--- config.mk ---
export PLATFORM = sky130hd
export DESIGN_NAME = gregorian_date_navigator_flat
export DESIGN_NICKNAME = d
export VERILOG_FILES = /design/src/rtl/gdn_pkg.sv /design/src/rtl/gdn_in_if.sv /design/src/rtl/gdn_out_if.sv /design/src/rtl/gdn_step.sv /design/src/rtl/gregorian_date_navigator.sv /design/src/flat_wrapper.sv
export VERILOG_INCLUDE_DIRS = /design/src /design/src/rtl
export SDC_FILE = /design/constraint.sdc
export NUM_CORES = 1
export LEC_CHECK = 0
export BUFFER_PORTS_ARGS = -buffer_cell sky130_fd_sc_hd__buf_2
export CORE_AREA = 2 2 162 164
export DETAILED_ROUTE_END_ITERATION = 16
export DIE_AREA = 0 0 164 166
export GPL_TIMING_DRIVEN = 0
export PLACE_DENSITY = 0.61
export SYNTH_ARGS = -nofsm -noshare
export SYNTH_HDL_FRONTEND = slang
export SYNTH_SLANG_ARGS = --single-unit
--- constraint.sdc ---
create_clock -name clk_i -period 15.9 [get_ports clk_i]
set_input_delay 3.18 -clock clk_i [delete_from_list [all_inputs] [get_ports clk_i]]
set_output_delay 3.18 -clock clk_i [all_outputs]
set_load 0.03 [all_outputs]
--- src/rtl/gregorian_date_navigator_macros.svh ---
// assertion macros shared by the date navigator rtl
`ifndef GREGORIAN_DATE_NAVIGATOR_MACROS_SVH
`define GREGORIAN_DATE_NAVIGATOR_MACROS_SVH

// property that must hold at every clock edge outside reset
`define GDN_ASSERT(lbl, prop, msg) \
  lbl: assert property (@(posedge clk_i) disable iff (!rst_ni) (prop)) else $error(msg);

// condition in one cycle implies a condition in the next
`define GDN_ASSERT_NEXT(lbl, ante, cons, msg) \
  lbl: assert property (@(posedge clk_i) disable iff (!rst_ni) (ante) |=> (cons)) \
    else $error(msg);

`endif

--- src/rtl/gdn_pkg.sv ---
// types, constants and calendar functions of the date navigator
package gdn_pkg;

  typedef enum logic [2:0] {
    ACT_SET        = 3'd0,
    ACT_PREV_DAY   = 3'd1,
    ACT_NEXT_DAY   = 3'd2,
    ACT_PREV_WEEK  = 3'd3,
    ACT_NEXT_WEEK  = 3'd4,
    ACT_PREV_MONTH = 3'd5,
    ACT_NEXT_MONTH = 3'd6
  } action_e;

  typedef struct packed {
    logic [13:0] year;
    logic [3:0]  month;
    logic [4:0]  day;
  } date_t;

  typedef struct packed {
    logic  write;
    logic  at_limit;
    date_t date;
  } step_res_t;

  localparam logic [13:0] YearMin    = 14'd1;
  localparam logic [13:0] YearMax    = 14'd9999;
  localparam logic [3:0]  MonthMin   = 4'd1;
  localparam logic [3:0]  MonthMax   = 4'd12;
  localparam logic [3:0]  MonthFeb   = 4'd2;
  localparam logic [4:0]  DayMin     = 5'd1;
  localparam logic [4:0]  WeekDays   = 5'd7;
  localparam logic [26:0] YearScale  = 27'd10000;
  localparam logic [26:0] MonthScale = 27'd100;
  // inverse of 25 modulo 2^14, and the largest product a multiple of 25 maps to
  localparam logic [13:0] Inv25      = 14'd7209;
  localparam logic [13:0] Div25Max   = 14'd655;

  localparam date_t ResetDate = '{year: 14'd2000, month: 4'd1, day: 5'd1};

  // divisible by 400 is divisible by 16 and by 25
  function automatic logic is_leap(logic [13:0] y);
    logic [13:0] p;
    logic        div25;
    p     = 14'(y * Inv25);
    div25 = (p <= Div25Max);
    return (y[1:0] == 2'b00) && (!div25 || (y[3:0] == 4'b0000));
  endfunction

  function automatic logic [4:0] days_in(logic [13:0] y, logic [3:0] m);
    logic [4:0] r;
    unique case (m)
      MonthFeb: begin
        r = is_leap(y) ? 5'd29 : 5'd28;
      end
      4'd4, 4'd6, 4'd9, 4'd11: begin
        r = 5'd30;
      end
      default: begin
        r = 5'd31;
      end
    endcase
    return r;
  endfunction

endpackage

--- src/rtl/gdn_in_if.sv ---
// input channel: navigation action and the date to load
interface gdn_in_if;
  logic        valid;
  logic        ready;
  logic [2:0]  action;
  logic [13:0] set_year;
  logic [3:0]  set_month;
  logic [4:0]  set_day;

  modport source (output valid, action, set_year, set_month, set_day, input ready);
  modport sink (input valid, action, set_year, set_month, set_day, output ready);
endinterface

--- src/rtl/gdn_out_if.sv ---
// output channel: current date after each step
interface gdn_out_if;
  logic        valid;
  logic        ready;
  logic [13:0] out_year;
  logic [3:0]  out_month;
  logic [4:0]  out_day;
  logic [26:0] packed_date;
  logic        at_limit;

  modport source (output valid, out_year, out_month, out_day, packed_date, at_limit,
                  input ready);
  modport sink (input valid, out_year, out_month, out_day, packed_date, at_limit,
                output ready);
endinterface

--- src/rtl/gdn_step.sv ---
// next-date logic for one navigation action
module gdn_step (
  input  gdn_pkg::date_t     cur_i,
  input  logic [2:0]         action_i,
  input  logic [13:0]        set_year_i,
  input  logic [3:0]         set_month_i,
  input  logic [4:0]         set_day_i,
  output gdn_pkg::step_res_t res_o
);

  typedef enum logic [1:0] {MV_STAY, MV_BACK, MV_FWD, MV_LOAD} move_e;

  move_e       move;
  logic        change;
  logic        limit;
  logic [4:0]  dim_cur;
  logic [4:0]  dim_new;
  logic [4:0]  room;
  logic [13:0] new_year;
  logic [3:0]  new_month;
  logic [3:0]  set_month_c;
  logic [4:0]  set_day_c;
  logic [4:0]  raw_day;
  logic [4:0]  new_day;

  assign dim_cur = gdn_pkg::days_in(cur_i.year, cur_i.month);
  // days left in the current month after today
  assign room    = dim_cur - cur_i.day;

  assign set_month_c = (set_month_i < gdn_pkg::MonthMin) ? gdn_pkg::MonthMin :
                       (set_month_i > gdn_pkg::MonthMax) ? gdn_pkg::MonthMax : set_month_i;
  assign set_day_c   = (set_day_i < gdn_pkg::DayMin) ? gdn_pkg::DayMin : set_day_i;

  always_comb begin
    move   = MV_STAY;
    change = 1'b1;
    unique case (action_i)
      gdn_pkg::ACT_SET: begin
        move = MV_LOAD;
      end
      gdn_pkg::ACT_PREV_DAY: begin
        if (cur_i.day <= gdn_pkg::DayMin) move = MV_BACK;
      end
      gdn_pkg::ACT_NEXT_DAY: begin
        if (cur_i.day >= dim_cur) move = MV_FWD;
      end
      gdn_pkg::ACT_PREV_WEEK: begin
        if (cur_i.day <= gdn_pkg::WeekDays) move = MV_BACK;
      end
      gdn_pkg::ACT_NEXT_WEEK: begin
        if (room < gdn_pkg::WeekDays) move = MV_FWD;
      end
      gdn_pkg::ACT_PREV_MONTH: begin
        move = MV_BACK;
      end
      gdn_pkg::ACT_NEXT_MONTH: begin
        move = MV_FWD;
      end
      default: begin
        change = 1'b0;
      end
    endcase
  end

  always_comb begin
    new_year  = cur_i.year;
    new_month = cur_i.month;
    unique case (move)
      MV_LOAD: begin
        new_year  = set_year_i;
        new_month = set_month_c;
      end
      MV_BACK: begin
        if (cur_i.month <= gdn_pkg::MonthMin) begin
          new_month = gdn_pkg::MonthMax;
          new_year  = cur_i.year - 14'd1;
        end else begin
          new_month = cur_i.month - 4'd1;
        end
      end
      MV_FWD: begin
        if (cur_i.month >= gdn_pkg::MonthMax) begin
          new_month = gdn_pkg::MonthMin;
          new_year  = cur_i.year + 14'd1;
        end else begin
          new_month = cur_i.month + 4'd1;
        end
      end
      default: begin
        new_year  = cur_i.year;
        new_month = cur_i.month;
      end
    endcase
  end

  assign dim_new = gdn_pkg::days_in(new_year, new_month);

  always_comb begin
    unique case (action_i)
      gdn_pkg::ACT_SET: begin
        raw_day = set_day_c;
      end
      gdn_pkg::ACT_PREV_DAY: begin
        raw_day = (move == MV_BACK) ? dim_new : cur_i.day - 5'd1;
      end
      gdn_pkg::ACT_NEXT_DAY: begin
        raw_day = (move == MV_FWD) ? gdn_pkg::DayMin : cur_i.day + 5'd1;
      end
      gdn_pkg::ACT_PREV_WEEK: begin
        raw_day = (move == MV_BACK) ? dim_new - (gdn_pkg::WeekDays - cur_i.day)
                                    : cur_i.day - gdn_pkg::WeekDays;
      end
      gdn_pkg::ACT_NEXT_WEEK: begin
        raw_day = (move == MV_FWD) ? gdn_pkg::WeekDays - room
                                   : cur_i.day + gdn_pkg::WeekDays;
      end
      default: begin
        raw_day = cur_i.day;
      end
    endcase
  end

  assign new_day = (raw_day > dim_new) ? dim_new : raw_day;
  assign limit   = change && ((new_year < gdn_pkg::YearMin) || (new_year > gdn_pkg::YearMax));

  assign res_o.write      = change && !limit;
  assign res_o.at_limit   = limit;
  assign res_o.date.year  = new_year;
  assign res_o.date.month = new_month;
  assign res_o.date.day   = new_day;

endmodule

--- src/rtl/gregorian_date_navigator.sv ---
// gregorian date navigator top level: input register, date/result register
// a beat waits in the input register until the result stage can advance; its result is then registered
// throughput: one beat per cycle while out_o.ready does not stall; the date registers double as the result register
// the next-date logic plus the month-length lookup is the only path between them
// reset: date becomes 2000-01-01 and both stages are empty
`include "gregorian_date_navigator_macros.svh"

module gregorian_date_navigator (
  input  logic clk_i,
  input  logic rst_ni,
  gdn_in_if.sink    in_i,
  gdn_out_if.source out_o
);

  logic               in_v_q, in_v_d;
  logic [2:0]         act_q;
  logic [13:0]        set_year_q;
  logic [3:0]         set_month_q;
  logic [4:0]         set_day_q;
  logic               out_v_q, out_v_d;
  logic               lim_q, lim_d;
  gdn_pkg::date_t     cur_q, cur_d;
  gdn_pkg::step_res_t step_res;
  logic               adv;
  logic               step_en;
  logic               in_take;
  logic [4:0]         cur_dim;
  logic               date_ok;
  logic               refuse;

  gdn_step u_step (
    .cur_i       (cur_q),
    .action_i    (act_q),
    .set_year_i  (set_year_q),
    .set_month_i (set_month_q),
    .set_day_i   (set_day_q),
    .res_o       (step_res)
  );

  // result stage can take a new date when empty or draining
  assign adv       = !out_v_q || out_o.ready;
  assign step_en   = in_v_q && adv;
  assign in_i.ready = !in_v_q || adv;
  assign in_take   = in_i.valid && in_i.ready;

  assign in_v_d  = in_i.ready ? in_i.valid : in_v_q;
  assign out_v_d = adv ? in_v_q : out_v_q;
  assign cur_d   = (step_en && step_res.write) ? step_res.date : cur_q;
  assign lim_d   = step_en ? step_res.at_limit : lim_q;

  always_ff @(posedge clk_i or negedge rst_ni) begin
    if (!rst_ni) begin
      in_v_q  <= 1'b0;
      out_v_q <= 1'b0;
      cur_q   <= gdn_pkg::ResetDate;
    end else begin
      in_v_q  <= in_v_d;
      out_v_q <= out_v_d;
      cur_q   <= cur_d;
    end
  end

  always_ff @(posedge clk_i) begin
    if (in_take) begin
      act_q       <= in_i.action;
      set_year_q  <= in_i.set_year;
      set_month_q <= in_i.set_month;
      set_day_q   <= in_i.set_day;
    end
    lim_q <= lim_d;
  end

  assign out_o.valid       = out_v_q;
  assign out_o.out_year    = cur_q.year;
  assign out_o.out_month   = cur_q.month;
  assign out_o.out_day     = cur_q.day;
  assign out_o.at_limit    = lim_q;
  assign out_o.packed_date = 27'(27'(cur_q.year) * gdn_pkg::YearScale)
                           + 27'(27'(cur_q.month) * gdn_pkg::MonthScale)
                           + 27'(cur_q.day);

  assign cur_dim = gdn_pkg::days_in(cur_q.year, cur_q.month);
  assign date_ok = (cur_q.year >= gdn_pkg::YearMin) && (cur_q.year <= gdn_pkg::YearMax)
                && (cur_q.month >= gdn_pkg::MonthMin) && (cur_q.month <= gdn_pkg::MonthMax)
                && (cur_q.day >= gdn_pkg::DayMin) && (cur_q.day <= cur_dim);
  assign refuse  = step_en && step_res.at_limit;

  `GDN_ASSERT(a_date_legal, date_ok, "current date left the legal range")
  `GDN_ASSERT_NEXT(a_hold_when_stalled, !step_en, $stable(cur_q), "date changed without a step")
  `GDN_ASSERT_NEXT(a_refused_keeps_date, refuse, $stable(cur_q) && lim_q, "date moved on a refusal")
  `GDN_ASSERT_NEXT(a_item_kept, in_v_q && !adv, in_v_q, "buffered beat dropped during stall")

endmodule
--- src/flat_wrapper.sv ---
// flat-port wrapper written by rule: the top's interface ports become plain ports
module gregorian_date_navigator_flat 
  (clk_i, rst_ni, in_i_valid, in_i_action, in_i_set_year, in_i_set_month, in_i_set_day, in_i_ready, out_o_valid, out_o_out_year, out_o_out_month, out_o_out_day, out_o_packed_date, out_o_at_limit, out_o_ready);
  gdn_in_if in_i_i ();
  gdn_out_if out_o_i ();
  input  logic clk_i;
  input  logic rst_ni;
  input wire logic [$bits(in_i_i.valid)-1:0] in_i_valid;
  input wire logic [$bits(in_i_i.action)-1:0] in_i_action;
  input wire logic [$bits(in_i_i.set_year)-1:0] in_i_set_year;
  input wire logic [$bits(in_i_i.set_month)-1:0] in_i_set_month;
  input wire logic [$bits(in_i_i.set_day)-1:0] in_i_set_day;
  output wire logic [$bits(in_i_i.ready)-1:0] in_i_ready;
  output wire logic [$bits(out_o_i.valid)-1:0] out_o_valid;
  output wire logic [$bits(out_o_i.out_year)-1:0] out_o_out_year;
  output wire logic [$bits(out_o_i.out_month)-1:0] out_o_out_month;
  output wire logic [$bits(out_o_i.out_day)-1:0] out_o_out_day;
  output wire logic [$bits(out_o_i.packed_date)-1:0] out_o_packed_date;
  output wire logic [$bits(out_o_i.at_limit)-1:0] out_o_at_limit;
  input wire logic [$bits(out_o_i.ready)-1:0] out_o_ready;
  assign in_i_i.valid = in_i_valid;
  assign in_i_i.action = in_i_action;
  assign in_i_i.set_year = in_i_set_year;
  assign in_i_i.set_month = in_i_set_month;
  assign in_i_i.set_day = in_i_set_day;
  assign in_i_ready = in_i_i.ready;
  assign out_o_valid = out_o_i.valid;
  assign out_o_out_year = out_o_i.out_year;
  assign out_o_out_month = out_o_i.out_month;
  assign out_o_out_day = out_o_i.out_day;
  assign out_o_packed_date = out_o_i.packed_date;
  assign out_o_at_limit = out_o_i.at_limit;
  assign out_o_i.ready = out_o_ready;
  gregorian_date_navigator u_core (.clk_i(clk_i), .rst_ni(rst_ni), .in_i(in_i_i), .out_o(out_o_i));
endmodule
==> results list <==
- The number of global-route vias before repair is between 8000 and 9000.
- The initial antenna violation count is 0.
* Maximum number of pins on one net before global-route repair: 27
- The worst setup path is captured at a flop.
- The slowest stage of the critical path is the dfrtp_1 cell.
- After the first detailed-routing iteration, the DRC count stood at ~560.
- The Yosys step of the flow raised 0 warnings.
- Post-cts sizing count: 0
- The later pin in the worst-skew pair is clocked with a latency of approximately 300 ps.
- The number of different library cells used by synthesis comes to 94.
- Relative to the synthesized area, the layout overhead comes to 9.69%.
- When the netlist entered floorplanning its net count stood at 1420.
- Uppermost signal routing layer after detailed routing: met4
- Syn Area/Cell: a little under 9 um^2
- In this run the worst path has a maximum fanout of 13.
- Mapped Area: 0.0101 mm^2
- In the synthesized netlist the async set-or-reset flop fraction comes to between 40 and 50%.
- In the final timing run, aggregate negative setup slack is 0 ps.
- Data arrival, critical path: 14830 ps
* Detail Route met2 WL: ~13000 um
* FMAX: 68.4 MHz
* Number of vias per cell: between 5 and 6
- Total Routed Length: between 20000 and 30000 um
- The congestion estimate from routability-driven global placement came to 0.905.
- Synthesis handed over a netlist of 1130 instances.
- Core Footprint: approximately 0.026 mm^2
- After the last flow step, the layout net total stands at 1509.
* Status: finished, final reports clean
- The worst setup path is of the reg2reg kind.
* Vert. Die Dim: around 170 um
- Total routing usage reported by global routing: between 20% and 30%
- Summed over all nets, wire length on met3 after detailed routing comes to about 1800 um.
- The count of cells in the finished layout, fillers not included, comes to 1555.
* Max-slew violation count: 0
- Overflow left after global routing: 0
- After detailed routing, the average wire length per cell comes to 17.4 um.
- Clock tree buffer depth: 2
- Clock tree from TritonCTS: done
- Htree depth: 2
- The tightest min-delay check is of the reg2reg type.
* Post-synth EDFFs: 27
- Clock-pin slew was measured on the worst setup and hold paths at approximately 70 ps.
* Placed insts: between 1500 and 2000
- On the critical path the largest part of the delay comes from adder cells.
- slightly above 80 I/O pins were placed.
* Routed met1 length: about 12000 um
- The worst path uses 92.0% of the clock period.
- Once the clock tree was built, the setup fixing pass inserted 0 buffers.
- Clock sinks: 52
- Crit path required time: about 16000 ps
* Number of flip-flops and latches in the synthesized netlist: 52
- Sequential-to-total area share from yosys stat: ~14%
- HPWL reported at the end of detailed placement: between 20000 and 25000 um
* Most common cell on crit path: ha_1
* Hold_buf cts: 0
- Counting both buffers and inverters, the worst setup path holds a total of 8.
- The number of clock buffers added by TritonCTS is 5.
* Ys flop type: edfxtp_1
* Final worst path period need: approximately 15000 ps
- The top cell type by area accounts for between 20% and 30% of the synthesized area.
- Number of hold-slack violations in the final timing report: 0
- On the final layout, the worst clock skew is approximately 11 ps.
* Die Footprint: between 0.02 and 0.03 mm^2
- In this run the horizontal extent of the chip is 164 um.
- Root buffer cell: clkbuf_16
- The worst pin sits at a relative slew slack of between 30% and 40%.
* Detailed-routing iteration count for the pre-antenna-repair pass: 5
* Count of input and output buffers: 82
* Final core utilization: about 43%
* Max-cap violations: 0
- Startpoint type of the worst setup path: flop
* Starting utilization of the core area: between 30% and 40%
- The floorplan has 59 rows.
- For this run, design rule violations remaining after detail routing come to 0.
- Post-detailed-route count of antenna-violating nets: 0
- Slowest stage delay, CP: 890 ps
* Leading post-synthesis cells by cell area: ha_1, fa_1, edfxtp_1, inv_1, xnor2_1
- Of the cells placed in the final design, the portion with a size suffix greater than 1 is between 10% and 20%.
- Global-route wire length before repair: 44000 um
* Via count: ~8400
- Slew of the pin with the lowest slew margin: between 900 and 1000 ps
- Setup violations remaining at the end of the flow were counted as 0.
- Final antenna diode count: 0
* Cell taking the most area after synthesis: ha_1
* Setup repair after global routing missed its margin: no
[worst paths after layout]
| kind | slack (ps) | start | cells past startpoint | to |
|---|---|---|---|---|
| setup / recovery | 1280 | u_core.out_o.out_year[3] | 60 | u_core.out_o.out_day[0] |
| hold reg to reg | 500 | u_core.in_v_q | 1 | u_core.out_o.valid |
| max in group asynchronous | 12560 | rst_ni | 1 | u_core.in_v_q |
| min in group asynchronous | 2910 | rst_ni | 1 | u_core.out_o.out_day[2] |
| setup reg to reg | 1280 | u_core.out_o.out_year[3] | 60 | u_core.out_o.out_day[0] |
| hold / removal | 500 | u_core.in_v_q | 1 | u_core.out_o.valid |
[synth_stat cells, drive strengths merged (4+ instances only)]
library cell	count
nor2	55
xor2	20
a21o	19
a211oi	16
o211ai	9
o31ai	6
dfrtp	17
nor3	14
mux2	16
inv	186
nand2	60
nand2b	14
o21a	9
a311oi	4
nor4	9
xnor2	61
nor2b	13
a2111oi	6
nand4	7
buf	20
fa	55
or3	4
o21ai	47
o22ai	6
mux2i	9
o21bai	8
a2bb2oi	5
nor3b	6
dfstp	8
and4	4
edfxtp	27
and3	9
clkbuf	11
a221o	6
and2	9
a21oi	59
nand3	28
a31oi	7
ha	205
[cell type report]
type / count / area [um^2]
fillers: 2574 / 14600
well taps: 335 / 419
plain buffers: 31 / 178
clock inverters: 3 / 18.8
clock buffers: 5 / 125
flip-flops and latches: 52 / 1450
repair buffers: 82 / 410
inverters: 186 / 698
multi-input cells: 861 / 7740
[sequential cells by signal, summed over array words and instances (netlist names), 3 cells and up]
register,flops
u_core.out_o.out_year,14
u_core.set_year_q,14
u_core.out_o.out_day,5
u_core.set_day_q,5
u_core.out_o.out_month,4
u_core.set_month_q,4
u_core.act_q,3
[cells by family (layout without fill, tap and decap cells)]
group / after synthesis / after routing / synth area share [%]
flops: 52 / 52 / 14.4
xor+xnor: 82 / 82 / 7.27
buf+inv: 217 / 307 / 8.70
compound gates: 243 / 243 / 17.0
fa+ha+maj: 260 / 260 / 36.4
simple gates: 251 / 251 / 13.4
mux: 25 / 25 / 2.81
[stage by stage]
| step | instance area, um^2 | worst slack, ps | hold slack, ps |
|---|---|---|---|
| 2_1_floorplan | 10100 | 3520 | 449 |
| 3_3_place_gp | 10900 | 1490 | 473 |
| 3_5_place_dp | 10900 | 1480 | 483 |
| 4_1_cts | 11000 | 1400 | 503 |
| 5_1_grt | 11000 | 516 | 542 |
| 6_report | 11000 | 1280 | 501 |
[layer usage]
| layer | global-route usage, % | vias up |
|---|---|---|
| li1 | - | 4119 |
| met4 | 4.00 | 0 |
| met5 | 0 | - |
| met2 | 32.9 | 285 |
| met1 | 29.5 | 4004 |
| met3 | 2.10 | 34 |
[placed cells by master (no fill, tap or decap), drive strengths merged, types with 4 or more instances in the layout]
cell type and instances:
a2111oi 6, a211oi 16, a21o 19, a21oi 59, a221o 6, a2bb2oi 5
a311oi 4, a31oi 7, and2 9, and3 9, and4 4, buf 102
clkbuf 16, dfrtp 17, dfstp 8, edfxtp 27, fa 55, ha 205
inv 186, mux2 16, mux2i 9, nand2 60, nand2b 14, nand3 28
nand4 7, nor2 55, nor2b 13, nor3 14, nor3b 6, nor4 9
o211ai 9, o21a 9, o21ai 47, o21bai 8, o22ai 6, o31ai 6
or3 4, xnor2 61, xor2 20
Power is not shown: default switching activity piles up to over one toggle a cycle in this logic, so the estimate is an artifact.
